<file path="src/sv/sitd_pkg.sv">
`timescale 1ns / 1ps
// ----------------------------------------------------------------------------
// Signed integer to decimal ASCII: shared definitions
// Widths, digit counts, character codes and the stage payload type.
// ----------------------------------------------------------------------------
package sitd_pkg;

  localparam int DATA_BITS  = 32;
  // Number of decimal digits of 2^(DATA_BITS-1), from log10(2) ~ 0.30103.
  localparam int NUM_DIGITS = ((DATA_BITS - 1) * 30103) / 100000 + 1;
  localparam int STEP_BITS  = 8;
  localparam int NUM_STAGES = (DATA_BITS + STEP_BITS - 1) / STEP_BITS;
  localparam int PAD_BITS   = NUM_STAGES * STEP_BITS;
  localparam int DIG_IDX_W  = $clog2(NUM_DIGITS);

  localparam logic [7:0] CHAR_MINUS = 8'd45;
  localparam logic [7:0] CHAR_ZERO  = 8'd48;

  typedef logic [3:0] digit_t;

  typedef struct packed {
    logic                           neg;
    digit_t [NUM_DIGITS-1:0]        bcd;
    logic   [PAD_BITS-1:0]          bin;
  } dab_t;

endpackage

</file>
<file path="src/sv/sitd_dabble_stage.sv">
`timescale 1ns / 1ps
// ----------------------------------------------------------------------------
// Signed integer to decimal ASCII: conversion stage
// One registered stage of the binary to BCD conversion, shifting in
// STEP_BITS bits of the magnitude with add-three correction.
// ----------------------------------------------------------------------------
module sitd_dabble_stage
  import sitd_pkg::*;
(
  input  logic clk_i,
  input  logic rst_ni,
  input  logic in_valid_i,
  input  dab_t in_data_i,
  output logic in_ready_o,
  output logic out_valid_o,
  output dab_t out_data_o,
  input  logic out_ready_i
);

  dab_t work;
  logic valid_q;
  dab_t data_q;

  always_comb begin
    work = in_data_i;
    for (int s = 0; s < STEP_BITS; s++) begin
      for (int d = 0; d < NUM_DIGITS; d++) begin
        if (work.bcd[d] >= 4'd5) begin
          work.bcd[d] = work.bcd[d] + 4'd3;
        end
      end
      {work.bcd, work.bin} = {work.bcd, work.bin} << 1;
    end
  end

  assign in_ready_o  = !valid_q || out_ready_i;
  assign out_valid_o = valid_q;
  assign out_data_o  = data_q;

  always_ff @(posedge clk_i or negedge rst_ni) begin
    if (!rst_ni) begin
      valid_q <= 1'b0;
    end else if (in_ready_o) begin
      valid_q <= in_valid_i;
    end
  end

  always_ff @(posedge clk_i) begin
    if (in_valid_i && in_ready_o) begin
      data_q <= work;
    end
  end

endmodule

</file>
<file path="src/sv/sitd_serializer.sv">
`timescale 1ns / 1ps
// ----------------------------------------------------------------------------
// Signed integer to decimal ASCII: character serializer
// Holds one converted number and emits its sign and significant digits as
// ASCII, one character per cycle unless stalled, flagging the final one.
// ----------------------------------------------------------------------------
module sitd_serializer
  import sitd_pkg::*;
(
  input  logic       clk_i,
  input  logic       rst_ni,
  input  logic       in_valid_i,
  input  dab_t       in_data_i,
  output logic       in_ready_o,
  output logic       out_valid_o,
  input  logic       out_stall_i,
  output logic [7:0] character_o,
  output logic       last_o
);

  logic                    busy_q;
  logic                    sign_q;
  logic [DIG_IDX_W-1:0]    idx_q;
  digit_t [NUM_DIGITS-1:0] digits_q;
  logic [DIG_IDX_W-1:0]    top_idx;
  logic                    last;
  logic                    fire;
  logic                    load;

  always_comb begin
    top_idx = '0;
    for (int i = 0; i < NUM_DIGITS; i++) begin
      if (in_data_i.bcd[i] != 4'd0) begin
        top_idx = DIG_IDX_W'(i);
      end
    end
  end

  assign last       = !sign_q && (idx_q == '0);
  assign fire       = busy_q && !out_stall_i;
  assign in_ready_o = !busy_q || (fire && last);
  assign load       = in_valid_i && in_ready_o;

  assign out_valid_o = busy_q;
  assign last_o      = last;
  assign character_o = sign_q ? CHAR_MINUS : (CHAR_ZERO + {4'd0, digits_q[idx_q]});

  always_ff @(posedge clk_i or negedge rst_ni) begin
    if (!rst_ni) begin
      busy_q <= 1'b0;
      sign_q <= 1'b0;
      idx_q  <= '0;
    end else if (load) begin
      busy_q <= 1'b1;
      sign_q <= in_data_i.neg;
      idx_q  <= top_idx;
    end else if (fire) begin
      if (last) begin
        busy_q <= 1'b0;
      end else if (sign_q) begin
        sign_q <= 1'b0;
      end else begin
        idx_q <= idx_q - 1'b1;
      end
    end
  end

  always_ff @(posedge clk_i) begin
    if (load) begin
      digits_q <= in_data_i.bcd;
    end
  end

  // A request with more characters to go keeps the output valid.
  a_run_continues: assert property (@(posedge clk_i) disable iff (!rst_ni)
    (fire && !last) |=> busy_q)
    else $error("output dropped before the final character");

  // A negative number always starts with the minus sign.
  a_minus_first: assert property (@(posedge clk_i) disable iff (!rst_ni)
    (load && in_data_i.neg) |=> (out_valid_o && character_o == CHAR_MINUS))
    else $error("negative number does not start with a minus sign");

  // Every digit shown is a decimal digit.
  a_digit_range: assert property (@(posedge clk_i) disable iff (!rst_ni)
    (busy_q && !sign_q) |-> (digits_q[idx_q] <= 4'd9))
    else $error("digit out of decimal range");

  // A pending sign only exists inside an active run.
  a_sign_busy: assert property (@(posedge clk_i) disable iff (!rst_ni)
    sign_q |-> busy_q)
    else $error("sign pending while idle");

endmodule

</file>
<file path="src/sv/signed_int_to_decimal_ascii.sv">
`timescale 1ns / 1ps
// The first character follows the input register, the four conversion stages
//   and then the serializer load, each registered.
// New numbers enter conversion while the serializer still sends earlier ones. It
//   sends one character per cycle unless stalled, 1 to 11 per number at 32 bits.
// Reset clears all valid flags and the serializer; no state is kept between numbers.
// ----------------------------------------------------------------------------
// Signed integer to decimal ASCII
// Converts a two's-complement integer into its decimal ASCII text through a
// pipelined binary to BCD converter followed by a character serializer.
// ----------------------------------------------------------------------------
module signed_int_to_decimal_ascii
  import sitd_pkg::*;
(
  input  logic                 clk_i,
  input  logic                 rst_ni,
  input  logic                 in_valid_i,
  output logic                 in_stall_o,
  input  logic [DATA_BITS-1:0] value_i,
  output logic                 out_valid_o,
  input  logic                 out_stall_i,
  output logic [7:0]           character_o,
  output logic                 last_o
);

  logic [NUM_STAGES:0]  stg_valid;
  logic [NUM_STAGES:0]  stg_ready;
  dab_t                 stg_data [NUM_STAGES+1];
  logic                 in_ready;
  logic                 in_neg;
  logic [DATA_BITS-1:0] in_mag;
  logic                 in_valid_q;
  dab_t                 in_data_q;
  dab_t                 ser_data;
  logic                 ser_valid;
  logic                 ser_ready;

  assign in_neg     = value_i[DATA_BITS-1];
  assign in_mag     = in_neg ? (~value_i + 1'b1) : value_i;
  assign in_ready   = !in_valid_q || stg_ready[0];
  assign in_stall_o = !in_ready;

  always_ff @(posedge clk_i or negedge rst_ni) begin
    if (!rst_ni) begin
      in_valid_q <= 1'b0;
    end else if (in_ready) begin
      in_valid_q <= in_valid_i;
    end
  end

  always_ff @(posedge clk_i) begin
    if (in_valid_i && in_ready) begin
      in_data_q.neg <= in_neg;
      in_data_q.bcd <= '0;
      in_data_q.bin <= PAD_BITS'(in_mag);
    end
  end

  assign stg_valid[0] = in_valid_q;
  assign stg_data[0]  = in_data_q;

  for (genvar g = 0; g < NUM_STAGES; g++) begin : g_stage
    sitd_dabble_stage u_stage (
      .clk_i       (clk_i),
      .rst_ni      (rst_ni),
      .in_valid_i  (stg_valid[g]),
      .in_data_i   (stg_data[g]),
      .in_ready_o  (stg_ready[g]),
      .out_valid_o (stg_valid[g+1]),
      .out_data_o  (stg_data[g+1]),
      .out_ready_i (stg_ready[g+1])
    );
  end

  assign ser_valid             = stg_valid[NUM_STAGES];
  assign ser_data              = stg_data[NUM_STAGES];
  assign stg_ready[NUM_STAGES] = ser_ready;

  sitd_serializer u_serializer (
    .clk_i       (clk_i),
    .rst_ni      (rst_ni),
    .in_valid_i  (ser_valid),
    .in_data_i   (ser_data),
    .in_ready_o  (ser_ready),
    .out_valid_o (out_valid_o),
    .out_stall_i (out_stall_i),
    .character_o (character_o),
    .last_o      (last_o)
  );

endmodule

</file>
<file path="config.mk">
export PLATFORM = sky130hd
export DESIGN_NAME = signed_int_to_decimal_ascii
export DESIGN_NICKNAME = d
export VERILOG_FILES = /design/src/sv/sitd_pkg.sv /design/src/sv/sitd_dabble_stage.sv /design/src/sv/sitd_serializer.sv /design/src/sv/signed_int_to_decimal_ascii.sv
export SDC_FILE = /design/constraint.sdc
export NUM_CORES = 1
export LEC_CHECK = 0
export BUFFER_PORTS_ARGS = -buffer_cell sky130_fd_sc_hd__buf_2
export CORE_MARGIN = 2
export CORE_UTILIZATION = 66
export DETAILED_ROUTE_END_ITERATION = 12
export PLACE_DENSITY = 0.83
export SYNTH_ARGS = -nofsm -noshare
export SYNTH_HDL_FRONTEND = slang
export SYNTH_SLANG_ARGS = --single-unit
</file>
<file path="constraint.sdc">
create_clock -name clk_i -period 19 [get_ports clk_i]
set_input_delay 5.7 -clock clk_i [delete_from_list [all_inputs] [get_ports clk_i]]
set_output_delay 5.7 -clock clk_i [all_outputs]
set_load 0.005 [all_outputs]
</file>
==> reports/metrics.cfg, run 1 <==
[clock_network]
holdBufCountCts = 0
cts_tree = yes
post_cts_buffers = 0
path_clk_slew_ns = 0.06
numCtsBuffers = 27
insertion_delay_ns = 0.59
root_buffer = clkbuf_16
cts.path.max_buffers = 3
clock-sinks = 238
cts_resized = 0
htree_levels = 1

[yosys]
ys_ff_latch = 238
synth_edf_count = 227
ys_warn_count = 0
synth_area_sq_um = 27800
syn_inst = 3284
ys_async_sr_fraction_pct = 4.62
netlist-cell-type-count = 136
ys_seq_area_share_pct = 25.5
syn_avg_cell_area_sq_um = 8.46
synth_ff_type = edfxtp_1

[critical_path]
critPathKind = primary input to primary output
start_kind = primary input
r2r_setup_slack_ns = 11.53
r2r-start = g_stage[1].u_stage.out_data_o[41]
rr_worst_depth = 31
crit_path_top_delay_cell = nor2_1
required_ns = 13.30
path_max_fanout = 4
worstPathCellList = buf_2, o21ai_0, inv_1, nand3_1, nor2_1, nand3_1, inv_1, buf_2
cp-end-kind = primary output
rr_endpoint = g_stage[2].u_stage.out_data_o[52]
arrival_ns = 7.20
slowest_delay_ns = 0.48

[cells_and_area]
drive_gt1_share_pct = 11.4
diodes = 0
fin_nets = 3454
areaGrowthSynthToFinish_pct = 5.33

[global_routing]
antenna_found_initial = 0
grt_pass1_vias = 23383
grt_max_degree = 42
grt_pass1_wl_um = 101000
grt_use_total_pct = 26.0
grt_overflow_total = 0

[run_status]
outcome = finished clean

[floorplanning]
io_pins = 47
fp.dieW_um = 209
rows = 75
start_util_pct = 66.5
die_area_sq_um = 43800
core_area_sq_um = 41800
die_h_um = 209

[timing]
setup-tns-final_ns = 0
setup_viol = 0
finalCritPeriodShare_pct = 67.9
finalMaxSlewViolations = 0
relSlewSlack_pct = 14.3
period_minus_slack_ns = 12.90
tightestPinTransition_ns = 1.28
fin_skew_ns = 0.0253
finalHoldViolations = 0
whs_ns = 0.414
grt_setup_unrepaired = no
fmax_mhz = 77.5

[detailed_routing]
first_pass_iters = 6
wl_per_cell_um = 15.4
drt_wl_total_um = 58800
dr_total_vias = 24842
ant_nets = 0
drt_iter0_drc = 1831
drc = 0
avgViaCountPerCell = 6.49

[hold_path]
min_to = g_stage[1].u_stage.out_data_o[17]
hold_path_depth = 0
min_from = g_stage[0].u_stage.out_data_o[9]
hold_path_class = flop to flop

[place]
place_hpwl_um = 45000
place.gp.congestion = 0.854
io_buffer_count = 43

[run]
max_cap_viol_count = 0

==> through the flow <==
step,cell area [sq um],instances,util (%),setup slack [ns]
5_1_grt,29300,3825,70.1,6.05
2_1_floorplan,27800,3285,-,6.95
3_3_place_gp,28300,3775,67.8,6.21
4_1_cts,29300,3825,70.1,6.17
6_report,29300,3825,70.1,6.10
3_5_place_dp,28300,3775,67.8,6.18
==> cells in the mapped netlist (67+ instances only) <==
cell,number,area [sq um]
mux2_2,67,754
a21oi_1,204,1020
mux2i_1,98,981
nand2b_1,78,488
nand3_1,81,405
o21ai_1,80,400
nor2_1,262,983
ha_1,153,1910
xnor2_1,107,937
nand2_1,262,983
o21ai_0,183,916
nor3_1,70,350
inv_1,208,781
edfxtp_1,227,6820
==> layout make-up <==
| cell class | instances | area [sq um] |
|---|---|---|
| Clock buffer | 34 | 742 |
| Multi-Input combinational cell | 2721 | 19400 |
| Fill cell | 3175 | 12500 |
| Sequential cell | 238 | 7090 |
| Timing Repair Buffer | 51 | 275 |
| Inverter | 226 | 848 |
| Clock inverter | 16 | 203 |
| Tap cell | 539 | 674 |
==> registers in the layout (all words and copies together), names as in the netlist <==
register and count:
in_data_q 33, u_serializer.out_valid_o 1, u_serializer.idx_q 4, g_stage.u_stage.out_data_o 154
in_valid_q 1, g_stage.u_stage.out_valid_o 4, u_serializer.sign_q 1, u_serializer.digits_q 40
==> layer usage <==
| metal | track usage (%) | wire (um) |
|---|---|---|
| met5 | 0 | 0 |
| met1 | 31.4 | 25500 |
| met3 | 1.88 | 1920 |
| met2 | 49.6 | 30400 |
| met4 | 7.22 | 1040 |
==> how the worst max path moves through the flow <==
stage,start,endpoint,cells after the start
2_1_floorplan,out_stall_i,in_stall_o,6
3_3_place_gp,out_stall_i,in_stall_o,8
3_5_place_dp,out_stall_i,in_stall_o,8
4_1_cts,out_stall_i,in_stall_o,8
5_1_grt,out_stall_i,in_stall_o,8
6_report,out_stall_i,in_stall_o,8
==> critical path, delay by kind of cell <==
family                 cells  cell delay, ns
AOI/OAI and AO/OA          1            0.11
buffers and inverters      4            0.54
and+or+nand+nor            3            0.85
==> layout by cell type (no fill, tap or decap), types with 25 or more instances in the layout <==
cell	netlist	final
o22ai_1	34	34
a21oi_1	204	204
a22oi_1	26	26
inv_1	208	208
nor3_1	70	70
edfxtp_1	227	227
or3_1	43	43
xor2_1	26	26
a31oi_1	50	49
nand2b_1	78	78
mux2_2	67	67
buf_2	33	43
o21ai_0	183	183
o21ai_1	80	80
o21a_1	38	38
and2_1	47	47
mux2i_1	98	98
nor2b_1	33	32
clkbuf_16	0	27
a21o_1	58	58
nand3_1	81	81
o211ai_1	59	59
and3_1	25	25
nand2_1	262	262
a211oi_1	44	44
xnor2_1	107	107
ha_1	153	153
nor2_1	262	261
==> logic make-up after synthesis <==
logic type	synth area share, %
AO/OA/AOI/OAI	30.6
AND/OR/NAND/NOR	19.1
buffers and inverters	4.66
flip-flops	25.5
multiplexers	7.72
adder cells (fa/ha/maj)	6.93
XOR/XNOR	5.51
other	0.0270
Power of run 1 is left out: the tool's default activity adds up to more than one toggle a clock period on the data nets, which glitch-free logic cannot reach.
==> run 2: changes to the inputs <==
--- a/config.mk
+++ b/config.mk
@@ -5,11 +5,12 @@
 export SDC_FILE = /design/constraint.sdc
 export NUM_CORES = 1
 export LEC_CHECK = 0
+export ABC_AREA = 1
 export BUFFER_PORTS_ARGS = -buffer_cell sky130_fd_sc_hd__buf_2
 export CORE_MARGIN = 2
-export CORE_UTILIZATION = 66
+export CORE_UTILIZATION = 59
 export DETAILED_ROUTE_END_ITERATION = 12
-export PLACE_DENSITY = 0.83
+export PLACE_DENSITY = 0.79
 export SYNTH_ARGS = -nofsm -noshare
 export SYNTH_HDL_FRONTEND = slang
 export SYNTH_SLANG_ARGS = --single-unit
==> constraint.sdc (replaced) <==
create_clock -name clk_i -period 11 [get_ports clk_i]
set_input_delay 3.3 -clock clk_i [delete_from_list [all_inputs] [get_ports clk_i]]
set_output_delay 3.3 -clock clk_i [all_outputs]
set_load 0.005 [all_outputs]
==> run 2 against run 1 <==
Effect of this change: routed wire length decreased by 25%; first-iteration DRC count decreased by 60%; area after synthesis decreased by 10%; register-to-register slack got worse by 6.5 ns; clock skew decreased by 0.00085 ns; count of clock-buffer cells in the layout increased by 4; die area increased by 0.26%; utilization decreased by 5.9 points; final cell count increased by 8.2%; global-route usage decreased by 5.6 points.
==> reports/metrics.cfg, run 2 <==
[place]
place_hpwl_um = 35200
place_inst = 4085
place.gp.congestion = 0.829
io_buffer_count = 43

[clock_network]
holdBufCountCts = 0
insertion_delay_ns = 0.57
path_clk_slew_ns = 0.06
post_cts_buffers = 0
cts.path.max_buffers = 3
cts_resized = 0
cts_tree = yes
clock-sinks = 238
htree_levels = 1
numCtsBuffers = 28
root_buffer = clkbuf_16

[timing]
fin_skew_ns = 0.0244
setup-tns-final_ns = 0
grt_setup_unrepaired = no
finalMaxSlewViolations = 0
finalHoldViolations = 0
relSlewSlack_pct = 54.6
period_minus_slack_ns = 8.19
setup_viol = 0
tightestPinTransition_ns = 0.681
fmax_mhz = 122
finalCritPeriodShare_pct = 74.5

[global_routing]
antenna_found_initial = 2
grt_pass1_wl_um = 78800
grt_max_degree = 41
grt_overflow_total = 0
grt_pass1_vias = 19488
grt_use_total_pct = 20.5

[floorplanning]
start_util_pct = 59.6
fp.dieW_um = 209
core_area_sq_um = 41800
io_pins = 47
rows = 75
die_h_um = 209
die_area_sq_um = 43900

[detailed_routing]
wl_per_cell_um = 10.7
dr_total_vias = 21381
ant_nets = 0
drc = 0
drt_wl_total_um = 44300
drt_iter0_drc = 739
avgViaCountPerCell = 5.17
first_pass_iters = 5

[critical_path]
path_max_fanout = 3
arrival_ns = 4.89
cpLargestDelayFamily = simple AND/OR/NAND/NOR gates
critPathKind = primary input to primary output
required_ns = 7.70
crit_path_top_delay_cell = nor2_1
critPathMostFrequentCell = nor2_1
start_kind = primary input
worstPathCellList = buf_2, o21ai_0, nor2_1, inv_1, nor2_1, inv_1, nor2_1, inv_1, nor2_1, inv_1, nor2_1, buf_2
slowest_delay_ns = 0.22
cp_num_buf_inv = 6
cp-end-kind = primary output

[yosys]
netlist_top_cells_area = edfxtp_1, nand2_1, inv_1
synthDominantAreaCellType = edfxtp_1
synth_common_cells = nand2_1, inv_1, nand3_1
synth_area_sq_um = 24900
syn_inst = 3509
syn_avg_cell_area_sq_um = 7.10
synth_ff_type = edfxtp_1
ys_warn_count = 0
ys_ff_latch = 238
netlist-cell-type-count = 56
synth_edf_count = 227
synth_top_area_share_pct = 27.4
ys_async_sr_fraction_pct = 4.62
ys_seq_area_share_pct = 28.5
yosysMostFrequentCell = nand2_1

[cells_and_area]
fin_cells = 4137
areaGrowthSynthToFinish_pct = 7.63
largest_reg_flops = 154
layout_common_cells = nand2_1, inv_1, nand3_1, edfxtp_1, nand2_2
fin_nets = 3765
final_common_cell = nand2_1
drive_gt1_share_pct = 16.9

[run]
max_cap_viol_count = 0

[run_status]
outcome = finished clean

[hold_path]
hold_path_class = flop to flop

[run 2: cell types whose count changed in the layout (fill, tap and decap cells not counted), sizes merged, moves of 151 or more]
cell   previous run  this run
nand3            81       460
nand2           262      1332
nand4            12       163
nor2            262        86
a21oi           216        35
inv             227       599
[run 2: stage by stage]
| step | hold slack [ns] | setup slack (ns) | utilization, % | cell area (sq um) |
|---|---|---|---|---|
| floorplan | 0.400 | 3.54 | - | 24900 |
| detailed placement | 0.405 | 2.82 | 61.8 | 25800 |
| finish | 0.415 | 2.81 | 64.2 | 26800 |
| global placement | 0.401 | 2.81 | 61.8 | 25800 |
| global route | 0.418 | 2.54 | 64.2 | 26800 |
| CTS | 0.417 | 2.77 | 64.2 | 26800 |
[run 2: worst register-to-register path: cells and delay by family, from the launching register on]
family / cells / cell delay, ns
compound gates: 3 / 0.61
xor+xnor: 2 / 0.57
fa+ha+maj: 8 / 1.41
buf+inv: 11 / 0.79
flops: 1 / 0.41
simple gates: 21 / 1.99
[run 2: worst paths after layout]
path	cells after the start	startpoint	slack, ns	endpoint
max	12	out_stall_i	2.81	in_stall_o
min	0	in_data_q[22]	0.41	g_stage[0].u_stage.out_data_o[30]
max reg2reg	45	g_stage[2].u_stage.out_data_o[61]	4.98	g_stage[3].u_stage.out_data_o[70]
min reg2reg	0	in_data_q[22]	0.41	g_stage[0].u_stage.out_data_o[30]
max in group asynchronous	1	rst_ni	8.12	in_valid_q
min in group asynchronous	1	rst_ni	2.63	u_serializer.idx_q[1]
[run 2: cells by family after synthesis]
group / after synthesis / synth area share [%]
fa+ha+maj: 153 / 7.69
xor+xnor: 90 / 3.51
flops: 238 / 28.5
buf+inv: 617 / 9.35
other cells: 2 / 0.0302
simple gates: 2147 / 44.0
compound gates: 262 / 6.95
[run 2: area by class of cell]
cell class	count	area, sq um
clock buffer	38	800
fill	3643	15000
tap	539	674
sequential	238	7090
inverter	604	2270
multi-input combinational	2655	15500
clock inverter	13	196
timing repair buffer	49	260
antenna	1	2.50
[run 2: metal layers]
layer	vias to the layer above	GRT usage, %	wire (um)
li1	11684	-	-
met2	179	40.4	22800
met5	-	0	14
met4	2	4.73	911
met3	56	2.24	951
met1	9460	23.4	19600
Power of run 2 is left out for the same reason.
